[src/design/mpbb_pkg.sv]
package mpbb_pkg;

    localparam int MAX_DIM_DEF = 2048;

    localparam int DIM_W   = 12;
    localparam int CH_W    = 8;
    localparam int BOX_W   = 12;
    localparam int APB_AW  = 4;
    localparam int APB_DW  = 32;

    localparam logic [DIM_W-1:0] WIDTH_RST   = 12'd2048;
    localparam logic [DIM_W-1:0] HEIGHT_RST  = 12'd2048;
    localparam logic [CH_W-1:0]  THRESH_RST  = 8'd100;
    localparam logic [DIM_W-1:0] MIN_BOX_RST = 12'd10;

    typedef enum logic [1:0] {
        REG_WIDTH   = 2'd0,
        REG_HEIGHT  = 2'd1,
        REG_THRESH  = 2'd2,
        REG_MIN_BOX = 2'd3
    } t_reg_idx;

    typedef struct packed {
        logic [DIM_W-1:0] width;
        logic [DIM_W-1:0] height;
        logic [CH_W-1:0]  thresh;
        logic [DIM_W-1:0] min_box;
    } t_cfg;

    typedef struct packed {
        logic [CH_W-1:0] red;
        logic [CH_W-1:0] green;
        logic [CH_W-1:0] blue;
        logic [CH_W-1:0] alpha;
    } t_pix;

    typedef struct packed {
        logic [BOX_W-1:0] left;
        logic [BOX_W-1:0] right;
        logic [BOX_W-1:0] top;
        logic [BOX_W-1:0] bottom;
        logic             too_small;
    } t_box;

    // write strobes into the result buffer
    typedef struct packed {
        logic pix_we;
        logic sum_we;
    } t_out_wr;

endpackage

[src/design/masked_premultiply_bounding_box_top.sv]
// Channel   Handshake                 Payload
// pixel in  i_in_valid / o_in_ready   i_red_in i_green_in i_blue_in i_alpha_in i_mask_value
// result    o_out_valid / i_out_ready o_is_summary o_*_out o_box_* o_too_small o_last
// config    APB psel/penable/pready   paddr pwrite pwdata prdata
//
// One pixel per clock sustained while the result side takes every result; the
// input register feeds the result buffer directly. The last pixel of a region
// gives two results, so the summary takes an extra output slot, during which
// the input register holds its request. Synchronous active-low reset; no
// clearing pass, the box reloads at the region's first pixel. Stalls on the
// result side back up through the input register to o_in_ready.
module masked_premultiply_bounding_box_top #(
    parameter int MAX_DIM = mpbb_pkg::MAX_DIM_DEF
) (
    input  logic                        i_clk,
    input  logic                        i_rst_n,
    // pixel requests
    input  logic                        i_in_valid,
    output logic                        o_in_ready,
    input  logic [mpbb_pkg::CH_W-1:0]   i_red_in,
    input  logic [mpbb_pkg::CH_W-1:0]   i_green_in,
    input  logic [mpbb_pkg::CH_W-1:0]   i_blue_in,
    input  logic [mpbb_pkg::CH_W-1:0]   i_alpha_in,
    input  logic [mpbb_pkg::CH_W-1:0]   i_mask_value,
    // results
    output logic                        o_out_valid,
    input  logic                        i_out_ready,
    output logic                        o_is_summary,
    output logic [mpbb_pkg::CH_W-1:0]   o_red_out,
    output logic [mpbb_pkg::CH_W-1:0]   o_green_out,
    output logic [mpbb_pkg::CH_W-1:0]   o_blue_out,
    output logic [mpbb_pkg::CH_W-1:0]   o_alpha_out,
    output logic [mpbb_pkg::BOX_W-1:0]  o_box_left,
    output logic [mpbb_pkg::BOX_W-1:0]  o_box_right,
    output logic [mpbb_pkg::BOX_W-1:0]  o_box_top,
    output logic [mpbb_pkg::BOX_W-1:0]  o_box_bottom,
    output logic                        o_too_small,
    output logic                        o_last,
    // configuration
    input  logic                        psel,
    input  logic                        penable,
    input  logic                        pwrite,
    input  logic [mpbb_pkg::APB_AW-1:0] paddr,
    input  logic [mpbb_pkg::APB_DW-1:0] pwdata,
    output logic [mpbb_pkg::APB_DW-1:0] prdata,
    output logic                        pready
);

    // ---------------- configuration registers ----------------
    mpbb_pkg::t_cfg     r_cfg;
    mpbb_pkg::t_reg_idx reg_idx;
    logic               cfg_we;

    assign pready  = 1'b1;
    assign reg_idx = mpbb_pkg::t_reg_idx'(paddr[3:2]);
    assign cfg_we  = psel && penable && pwrite;

    always_ff @(posedge i_clk) begin
        if (!i_rst_n) begin
            r_cfg.width   <= mpbb_pkg::WIDTH_RST;
            r_cfg.height  <= mpbb_pkg::HEIGHT_RST;
            r_cfg.thresh  <= mpbb_pkg::THRESH_RST;
            r_cfg.min_box <= mpbb_pkg::MIN_BOX_RST;
        end else if (cfg_we) begin
            unique case (reg_idx)
                mpbb_pkg::REG_WIDTH:   r_cfg.width   <= pwdata[mpbb_pkg::DIM_W-1:0];
                mpbb_pkg::REG_HEIGHT:  r_cfg.height  <= pwdata[mpbb_pkg::DIM_W-1:0];
                mpbb_pkg::REG_THRESH:  r_cfg.thresh  <= pwdata[mpbb_pkg::CH_W-1:0];
                mpbb_pkg::REG_MIN_BOX: r_cfg.min_box <= pwdata[mpbb_pkg::DIM_W-1:0];
                default: ;
            endcase
        end
    end

    always_comb begin
        unique case (reg_idx)
            mpbb_pkg::REG_WIDTH:   prdata = mpbb_pkg::APB_DW'(r_cfg.width);
            mpbb_pkg::REG_HEIGHT:  prdata = mpbb_pkg::APB_DW'(r_cfg.height);
            mpbb_pkg::REG_THRESH:  prdata = mpbb_pkg::APB_DW'(r_cfg.thresh);
            mpbb_pkg::REG_MIN_BOX: prdata = mpbb_pkg::APB_DW'(r_cfg.min_box);
            default:               prdata = '0;
        endcase
    end

    // ---------------- input register ----------------
    logic                      r_in_v;
    logic [mpbb_pkg::CH_W-1:0] r_red, r_green, r_blue, r_alpha, r_mask;
    logic                      in_take;
    logic                      advance;   // input register moves into the result buffer
    logic                      can_take;

    assign advance    = r_in_v && can_take;
    assign o_in_ready = !r_in_v || advance;
    assign in_take    = i_in_valid && o_in_ready;

    always_ff @(posedge i_clk) begin
        if (!i_rst_n) begin
            r_in_v <= 1'b0;
        end else if (in_take) begin
            r_in_v <= 1'b1;
        end else if (advance) begin
            r_in_v <= 1'b0;
        end
    end

    always_ff @(posedge i_clk) begin
        if (in_take) begin
            r_red   <= i_red_in;
            r_green <= i_green_in;
            r_blue  <= i_blue_in;
            r_alpha <= i_alpha_in;
            r_mask  <= i_mask_value;
        end
    end

    // ---------------- single-pass compute ----------------
    mpbb_pkg::t_pix    pix;
    mpbb_pkg::t_box    box;
    logic              end_region;
    mpbb_pkg::t_out_wr out_wr;

    mpbb_premul u_premul (
        .i_red   (r_red),
        .i_green (r_green),
        .i_blue  (r_blue),
        .i_alpha (r_alpha),
        .i_mask  (r_mask),
        .o_pix   (pix)
    );

    // raster counters and box edges step once per pixel leaving the input register
    mpbb_box #(
        .MAX_DIM (MAX_DIM)
    ) u_box (
        .i_clk        (i_clk),
        .i_rst_n      (i_rst_n),
        .i_cfg        (r_cfg),
        .i_step       (advance),
        .i_alpha      (pix.alpha),
        .o_box        (box),
        .o_end_region (end_region)
    );

    always_comb begin
        out_wr.pix_we = advance;
        out_wr.sum_we = advance && end_region;
    end

    // ---------------- result buffer ----------------
    logic           show_sum;
    mpbb_pkg::t_pix out_pix;
    mpbb_pkg::t_box out_box;

    mpbb_obuf u_obuf (
        .i_clk      (i_clk),
        .i_rst_n    (i_rst_n),
        .i_wr       (out_wr),
        .i_pix      (pix),
        .i_box      (box),
        .i_ready    (i_out_ready),
        .o_valid    (o_out_valid),
        .o_show_sum (show_sum),
        .o_pix      (out_pix),
        .o_box      (out_box),
        .o_can_take (can_take)
    );

    // pixel results carry zero box fields, summaries zero colour
    always_comb begin
        o_is_summary = show_sum;
        o_last       = show_sum;
        o_red_out    = show_sum ? '0 : out_pix.red;
        o_green_out  = show_sum ? '0 : out_pix.green;
        o_blue_out   = show_sum ? '0 : out_pix.blue;
        o_alpha_out  = show_sum ? '0 : out_pix.alpha;
        o_box_left   = show_sum ? out_box.left   : '0;
        o_box_right  = show_sum ? out_box.right  : '0;
        o_box_top    = show_sum ? out_box.top    : '0;
        o_box_bottom = show_sum ? out_box.bottom : '0;
        o_too_small  = show_sum && out_box.too_small;
    end

endmodule

[src/design/mpbb_premul.sv]
module mpbb_premul (
    input  logic [mpbb_pkg::CH_W-1:0] i_red,
    input  logic [mpbb_pkg::CH_W-1:0] i_green,
    input  logic [mpbb_pkg::CH_W-1:0] i_blue,
    input  logic [mpbb_pkg::CH_W-1:0] i_alpha,
    input  logic [mpbb_pkg::CH_W-1:0] i_mask,
    output mpbb_pkg::t_pix            o_pix
);

    logic [mpbb_pkg::CH_W-1:0]   alpha;
    logic [2*mpbb_pkg::CH_W-1:0] prod_r;
    logic [2*mpbb_pkg::CH_W-1:0] prod_g;
    logic [2*mpbb_pkg::CH_W-1:0] prod_b;

    assign alpha  = (i_alpha < i_mask) ? i_alpha : i_mask;
    assign prod_r = i_red   * alpha;
    assign prod_g = i_green * alpha;
    assign prod_b = i_blue  * alpha;

    // keep the high byte: (c * a) >> 8
    always_comb begin
        o_pix.red   = prod_r[2*mpbb_pkg::CH_W-1:mpbb_pkg::CH_W];
        o_pix.green = prod_g[2*mpbb_pkg::CH_W-1:mpbb_pkg::CH_W];
        o_pix.blue  = prod_b[2*mpbb_pkg::CH_W-1:mpbb_pkg::CH_W];
        o_pix.alpha = alpha;
    end

endmodule

[src/design/mpbb_box.sv]
module mpbb_box #(
    parameter int MAX_DIM = mpbb_pkg::MAX_DIM_DEF
) (
    input  logic                      i_clk,
    input  logic                      i_rst_n,
    input  mpbb_pkg::t_cfg            i_cfg,
    input  logic                      i_step,
    input  logic [mpbb_pkg::CH_W-1:0] i_alpha,
    output mpbb_pkg::t_box            o_box,
    output logic                      o_end_region
);

    localparam int CW = $clog2(MAX_DIM);
    localparam int EW = $clog2(MAX_DIM + 1);
    localparam int SW = ((EW > mpbb_pkg::DIM_W) ? EW : mpbb_pkg::DIM_W) + 1;
    localparam int XW = mpbb_pkg::DIM_W + 1;

    logic [CW-1:0] r_col, n_col;
    logic [CW-1:0] r_row, n_row;
    logic [EW-1:0] r_left, n_left;
    logic [EW-1:0] r_right, n_right;
    logic [EW-1:0] r_top, n_top;
    logic [EW-1:0] r_bottom, n_bottom;

    logic [EW-1:0] w_eff, h_eff;
    logic [EW-1:0] base_left, base_right, base_top, base_bottom;
    logic [EW-1:0] col_e, row_e;
    logic          first, hit, end_row;

    // zero acts as one, oversize clamps to MAX_DIM
    always_comb begin
        if (i_cfg.width == '0) begin
            w_eff = EW'(1);
        end else if ({1'b0, i_cfg.width} > XW'(MAX_DIM)) begin
            w_eff = EW'(MAX_DIM);
        end else begin
            w_eff = EW'(i_cfg.width);
        end
        if (i_cfg.height == '0) begin
            h_eff = EW'(1);
        end else if ({1'b0, i_cfg.height} > XW'(MAX_DIM)) begin
            h_eff = EW'(MAX_DIM);
        end else begin
            h_eff = EW'(i_cfg.height);
        end
    end

    assign first = (r_col == '0) && (r_row == '0);
    assign col_e = EW'(r_col);
    assign row_e = EW'(r_row);
    assign hit   = i_alpha > i_cfg.thresh;

    always_comb begin
        base_left   = first ? w_eff : r_left;
        base_right  = first ? '0    : r_right;
        base_top    = first ? h_eff : r_top;
        base_bottom = first ? '0    : r_bottom;

        n_left   = (hit && col_e < base_left)   ? col_e : base_left;
        n_right  = (hit && col_e > base_right)  ? col_e : base_right;
        n_top    = (hit && row_e < base_top)    ? row_e : base_top;
        n_bottom = (hit && row_e > base_bottom) ? row_e : base_bottom;

        end_row      = (col_e + EW'(1)) >= w_eff;
        o_end_region = end_row && ((row_e + EW'(1)) >= h_eff);

        if (end_row) begin
            n_col = '0;
            n_row = o_end_region ? '0 : r_row + CW'(1);
        end else begin
            n_col = r_col + CW'(1);
            n_row = r_row;
        end
    end

    // summary view of the box after the current pixel
    always_comb begin
        o_box.left      = mpbb_pkg::BOX_W'(n_left);
        o_box.right     = mpbb_pkg::BOX_W'(n_right);
        o_box.top       = mpbb_pkg::BOX_W'(n_top);
        o_box.bottom    = mpbb_pkg::BOX_W'(n_bottom);
        o_box.too_small = (SW'(n_right) < SW'(n_left) + SW'(i_cfg.min_box)) ||
                          (SW'(n_bottom) < SW'(n_top) + SW'(i_cfg.min_box));
    end

    always_ff @(posedge i_clk) begin
        if (!i_rst_n) begin
            r_col    <= '0;
            r_row    <= '0;
            r_left   <= w_eff;
            r_right  <= '0;
            r_top    <= h_eff;
            r_bottom <= '0;
        end else if (i_step) begin
            r_col    <= n_col;
            r_row    <= n_row;
            r_left   <= n_left;
            r_right  <= n_right;
            r_top    <= n_top;
            r_bottom <= n_bottom;
        end
    end

endmodule

[src/design/mpbb_obuf.sv]
module mpbb_obuf (
    input  logic              i_clk,
    input  logic              i_rst_n,
    input  mpbb_pkg::t_out_wr i_wr,
    input  mpbb_pkg::t_pix    i_pix,
    input  mpbb_pkg::t_box    i_box,
    input  logic              i_ready,
    output logic              o_valid,
    output logic              o_show_sum,
    output mpbb_pkg::t_pix    o_pix,
    output mpbb_pkg::t_box    o_box,
    output logic              o_can_take
);

    logic           r_pix_v, n_pix_v;
    logic           r_sum_v, n_sum_v;
    mpbb_pkg::t_pix r_pix;
    mpbb_pkg::t_box r_box;

    // pixel result always leaves before its summary
    assign o_valid    = r_pix_v || r_sum_v;
    assign o_show_sum = r_sum_v && !r_pix_v;
    assign o_pix      = r_pix;
    assign o_box      = r_box;
    // free next cycle only if the buffer drains to empty
    assign o_can_take = (!r_pix_v && !r_sum_v) || (i_ready && (r_pix_v != r_sum_v));

    always_comb begin
        n_pix_v = i_wr.pix_we || (r_pix_v && !i_ready);
        n_sum_v = i_wr.sum_we || (r_sum_v && !(i_ready && !r_pix_v));
    end

    always_ff @(posedge i_clk) begin
        if (!i_rst_n) begin
            r_pix_v <= 1'b0;
            r_sum_v <= 1'b0;
        end else begin
            r_pix_v <= n_pix_v;
            r_sum_v <= n_sum_v;
        end
    end

    always_ff @(posedge i_clk) begin
        if (i_wr.pix_we) begin
            r_pix <= i_pix;
        end
        if (i_wr.sum_we) begin
            r_box <= i_box;
        end
    end

endmodule

[config.mk]
export PLATFORM = sky130hd
export DESIGN_NAME = masked_premultiply_bounding_box_top
export DESIGN_NICKNAME = d
export VERILOG_FILES = /design/src/design/mpbb_pkg.sv /design/src/design/masked_premultiply_bounding_box_top.sv /design/src/design/mpbb_premul.sv /design/src/design/mpbb_box.sv /design/src/design/mpbb_obuf.sv
export SDC_FILE = /design/constraint.sdc
export NUM_CORES = 1
export LEC_CHECK = 0
export BUFFER_PORTS_ARGS = -buffer_cell sky130_fd_sc_hd__buf_4
export CAP_MARGIN = 20
export CORE_MARGIN = 4
export CORE_UTILIZATION = 65
export DETAILED_ROUTE_END_ITERATION = 8
export PLACE_DENSITY = 0.93
export SLEW_MARGIN = 10
export SYNTH_ARGS = -nofsm -noshare
export SYNTH_HDL_FRONTEND = slang
export SYNTH_HIERARCHICAL = 1
export SYNTH_SLANG_ARGS = --single-unit
[constraint.sdc]
create_clock -name i_clk -period 14.75 [get_ports i_clk]
set_input_delay 2.95 -clock i_clk [delete_from_list [all_inputs] [get_ports i_clk]]
set_output_delay 2.95 -clock i_clk [all_outputs]
set_load 0.01 [all_outputs]
==> summary.md <==
| Metric | Value |
|---|---|
| Register area share after synthesis | `0.311` |
| HP Start | `u_box/r_bottom[11]` |
| Core Region | `30000 µm²` |
| Slowest cell delay on critical path | `0.78 ns` |
| Synth unique cells | `77` |
| Minimum clock period | `9.14 ns` |
| F_max | `0.109 GHz` |
| Syn. warnings | `6` |
| Pre-antenna DRT Iters | `6` |
| Die Area | `33700 µm²` |
| Dpl cell area | `21400 µm²` |
| Clk sinks | `238` |
| Footprint of the multi-input gates | `12600 µm²` |
| RSZ-0062 raised after global routing | `no` |
| Hold path depth | `1` |
| Via count | `16100` |
| Hold EP | `u_box/r_bottom[11]` |
| Register area | `6220 µm²` |
| Slew Limit Headroom | `0.298` |
| Vias in the first global route | `16400` |
| Die height | `183 µm` |
| Post-CTS setup buffers | `0` |
| Setup WS pre-CTS | `5.98 ns` |
| Fill cell count | `1867` |
| CTS tree | `built` |
| Worst Path Arrival | `9.44 ns` |
| Drt initial violations | `1742` |
| Clock Skews | `0.0236 ns` |
| Initial Utilization | `0.666` |
| Global-route wire length before repair | `84.1 mm` |
| Avg Inst Size Synth | `9.79 µm²` |
| Final net count | `2586` |
| Detail Route Antenna Nets | `0` |
| Main synth FF type | `edfxtp_1` |
| Clock Tree Buf Depth | `3` |
| Final core occ | `0.741` |
| N_diodes | `0` |
| Yosys top cell by area | `edfxtp_1` |
| Via density | `6.27` |
| Cell Count, Final, Fillers Out | `2573` |
| Post-synth EDFFs | `145` |
| CTS Root Cell | `clkbuf_16` |
| Mapped Area | `20000 µm²` |
| Remaining global-route overflow | `0` |
| Synth Register Bits | `238` |
| Slowest CP cell | `o31a_1` |
| Clock slew at reported path FFs | `0.07 ns` |
| Power Density | `121 nW/µm²` |
| Setup Crit Path Kind | `reg -> reg` |
| Status | `finished, final reports clean` |
| Post-Synthesis Cells | `2044` |
| Post-synth ARST share | `0` |
| CP max FO | `64` |
| Peak supply drop | `0.0928 mV` |
| Input/output buffers | `157` |
| Most instantiated cells after synthesis | `ha_1 (232), inv_1 (200), nand2_1 (197), and2_1 (164), edfxtp_1 (145)` |
| Reg-to-reg endpoint | `u_obuf/o_box[0]` |
| Initial antenna violation count | `0` |
| Leakage Power | `10.5 nW` |
| GRT Overall Usage | `0.307` |
| Max-slew violation count | `0` |
| Final Hold Fails | `0` |
| I/O pin cnt | `201` |
| Largest net degree at the start of global routing | `90` |
| Share of layout cells above drive strength 1 | `0.118` |
| Endpoint type of the worst setup path | `flop` |
| Worst-Margin Slew | `1.05 ns` |
| Post-CTS Resized | `0` |
| Setup-failing EPs final | `0` |
| Crit share post-route | `0.620` |
| Worst Path Required | `15.04 ns` |
| Crit path launch type | `flop` |
| Worst Hold Class | `reg -> reg` |
| R2r startpoint | `u_box/r_col[0]` |
| Share of the synthesized area in the top cell type | `0.218` |
| Most common cell in the synthesized netlist | `ha_1` |
| CTS buffer count | `26` |
| Hold-fix buffers, CTS | `0` |
| Die X | `183 µm` |
| Worst reg-to-reg path cell count | `31` |
| Residual DRC | `0` |
| Clock latency on the worst-skew pair | `0.56 ns` |
| Placed cell count | `2525` |
| Final wirelength | `52.8 mm` |
| Clock H-tree levels | `1` |
| Reg2reg setup slack | `5.61 ns` |
| PnR worst setup slack | `5.61 ns` |
| Rows | `63` |
| TNS Setup | `0 ns` |
| Fin area | `22200 µm²` |
| Hpwl dp | `38.5 mm` |
| Max Cap Viol | `0` |
| Area growth syn-to-layout | `11.1%` |
| Top cells by area, synth | `edfxtp_1 (22%), ha_1 (15%), fa_1 (11%), dfxtp_1 (9.3%), mux2i_1 (6.1%)` |
| WL/cell | `20.5 µm` |
| Final GP Congestion | `0.945` |
-- power by group --
part | switching [mW] | total [mW] | internal (mW)
sequential | 0.0243 | 0.822 | 0.798
clock | 0.279 | 0.657 | 0.378
combinational | 0.696 | 1.22 | 0.520
total | 0.999 | 2.70 | 1.70
-- layer usage --
layer	global-route usage	vias up	share of wire
li1	-	7219	-
met1	0.393	7765	0.38
met2	0.520	950	0.48
met3	0.0522	196	0.094
met4	0.124	0	0.047
met5	0	-	0
-- area by class of cell --
type | instances | area share
Multi-Input combinational cell | 1521 | 0.566
Inverter | 200 | 0.0338
Clock inverter | 16 | 0.00805
Tap cell | 390 | 0.0219
Timing Repair Buffer | 177 | 0.0603
Sequential cell | 238 | 0.279
Clock buffer | 31 | 0.0301
-- cells by family after synthesis --
kind of cell	Yosys count	share of synthesized area
other	2	0.000375
xor gates and xnor gates	57	0.0249
muxes	136	0.0734
AOI/OAI and AO/OA	295	0.0975
DFF	238	0.311
buffers and inverters	304	0.0646
adders and majority gates	340	0.253
and+or+nand+nor	672	0.176
-- how the worst max path moves through the flow --
| stage | startpoint | endpoint | slack [ns] | depth (start not counted) |
|---|---|---|---|---|
| 4_1_cts | r_alpha[1] | u_obuf/o_box[0] | 5.84 | 30 |
| 2_1_floorplan | r_alpha[1] | u_obuf/o_box[0] | 7.68 | 30 |
| 6_report | u_box/r_col[0] | u_obuf/o_box[0] | 5.61 | 31 |
| 5_1_grt | u_box/r_col[0] | u_obuf/o_box[0] | 5.27 | 31 |
| 3_3_place_gp | r_alpha[1] | u_obuf/o_box[0] | 6.29 | 28 |
| 3_5_place_dp | r_alpha[1] | u_obuf/o_box[0] | 5.98 | 30 |
-- registers in the layout, indices dropped and copies added (netlist names), 11 cells and up --
signal	cells
r_cfg	44
u_box/r_bottom	12
u_box/r_col	11
u_box/r_left	12
u_box/r_right	12
u_box/r_row	11
u_box/r_top	12
u_obuf/o_box	49
u_obuf/o_pix	32
-- stage by stage --
step,hold slack [ns],total power [mW]
after detailed placement,0.471,2.02
after global placement,0.465,1.94
after CTS,0.483,2.68
final,0.488,2.70
after global routing,0.505,2.88
after floorplan,0.444,1.71
-- cell usage in the layout, fill, tap and decap left out, types with 26 or more instances in the layout --
master     Yosys  routed
nor2_1        90      90
mux2i_1      122     121
edfxtp_1     145     145
clkbuf_16      0      26
nand2_1      197     197
dfxtp_1       93      93
inv_1        200     200
nor2b_1       93      93
fa_1         107     107
buf_4         26     176
a21oi_1       69      68
a21o_1        47      47
and2_1       164     162
ha_1         232     231
xnor2_1       36      36
o21ai_0       66      60
nand3_1       30      30
-- worst max-delay path: cells and delay by family (launching register included) --
family	cells	cell delay [ns]
flops	1	0.40
compound gates	16	4.46
buf+inv	3	0.62
fa+ha+maj	5	1.47
simple gates	7	1.87
Note: power is estimated with default switching activity, not from simulation.
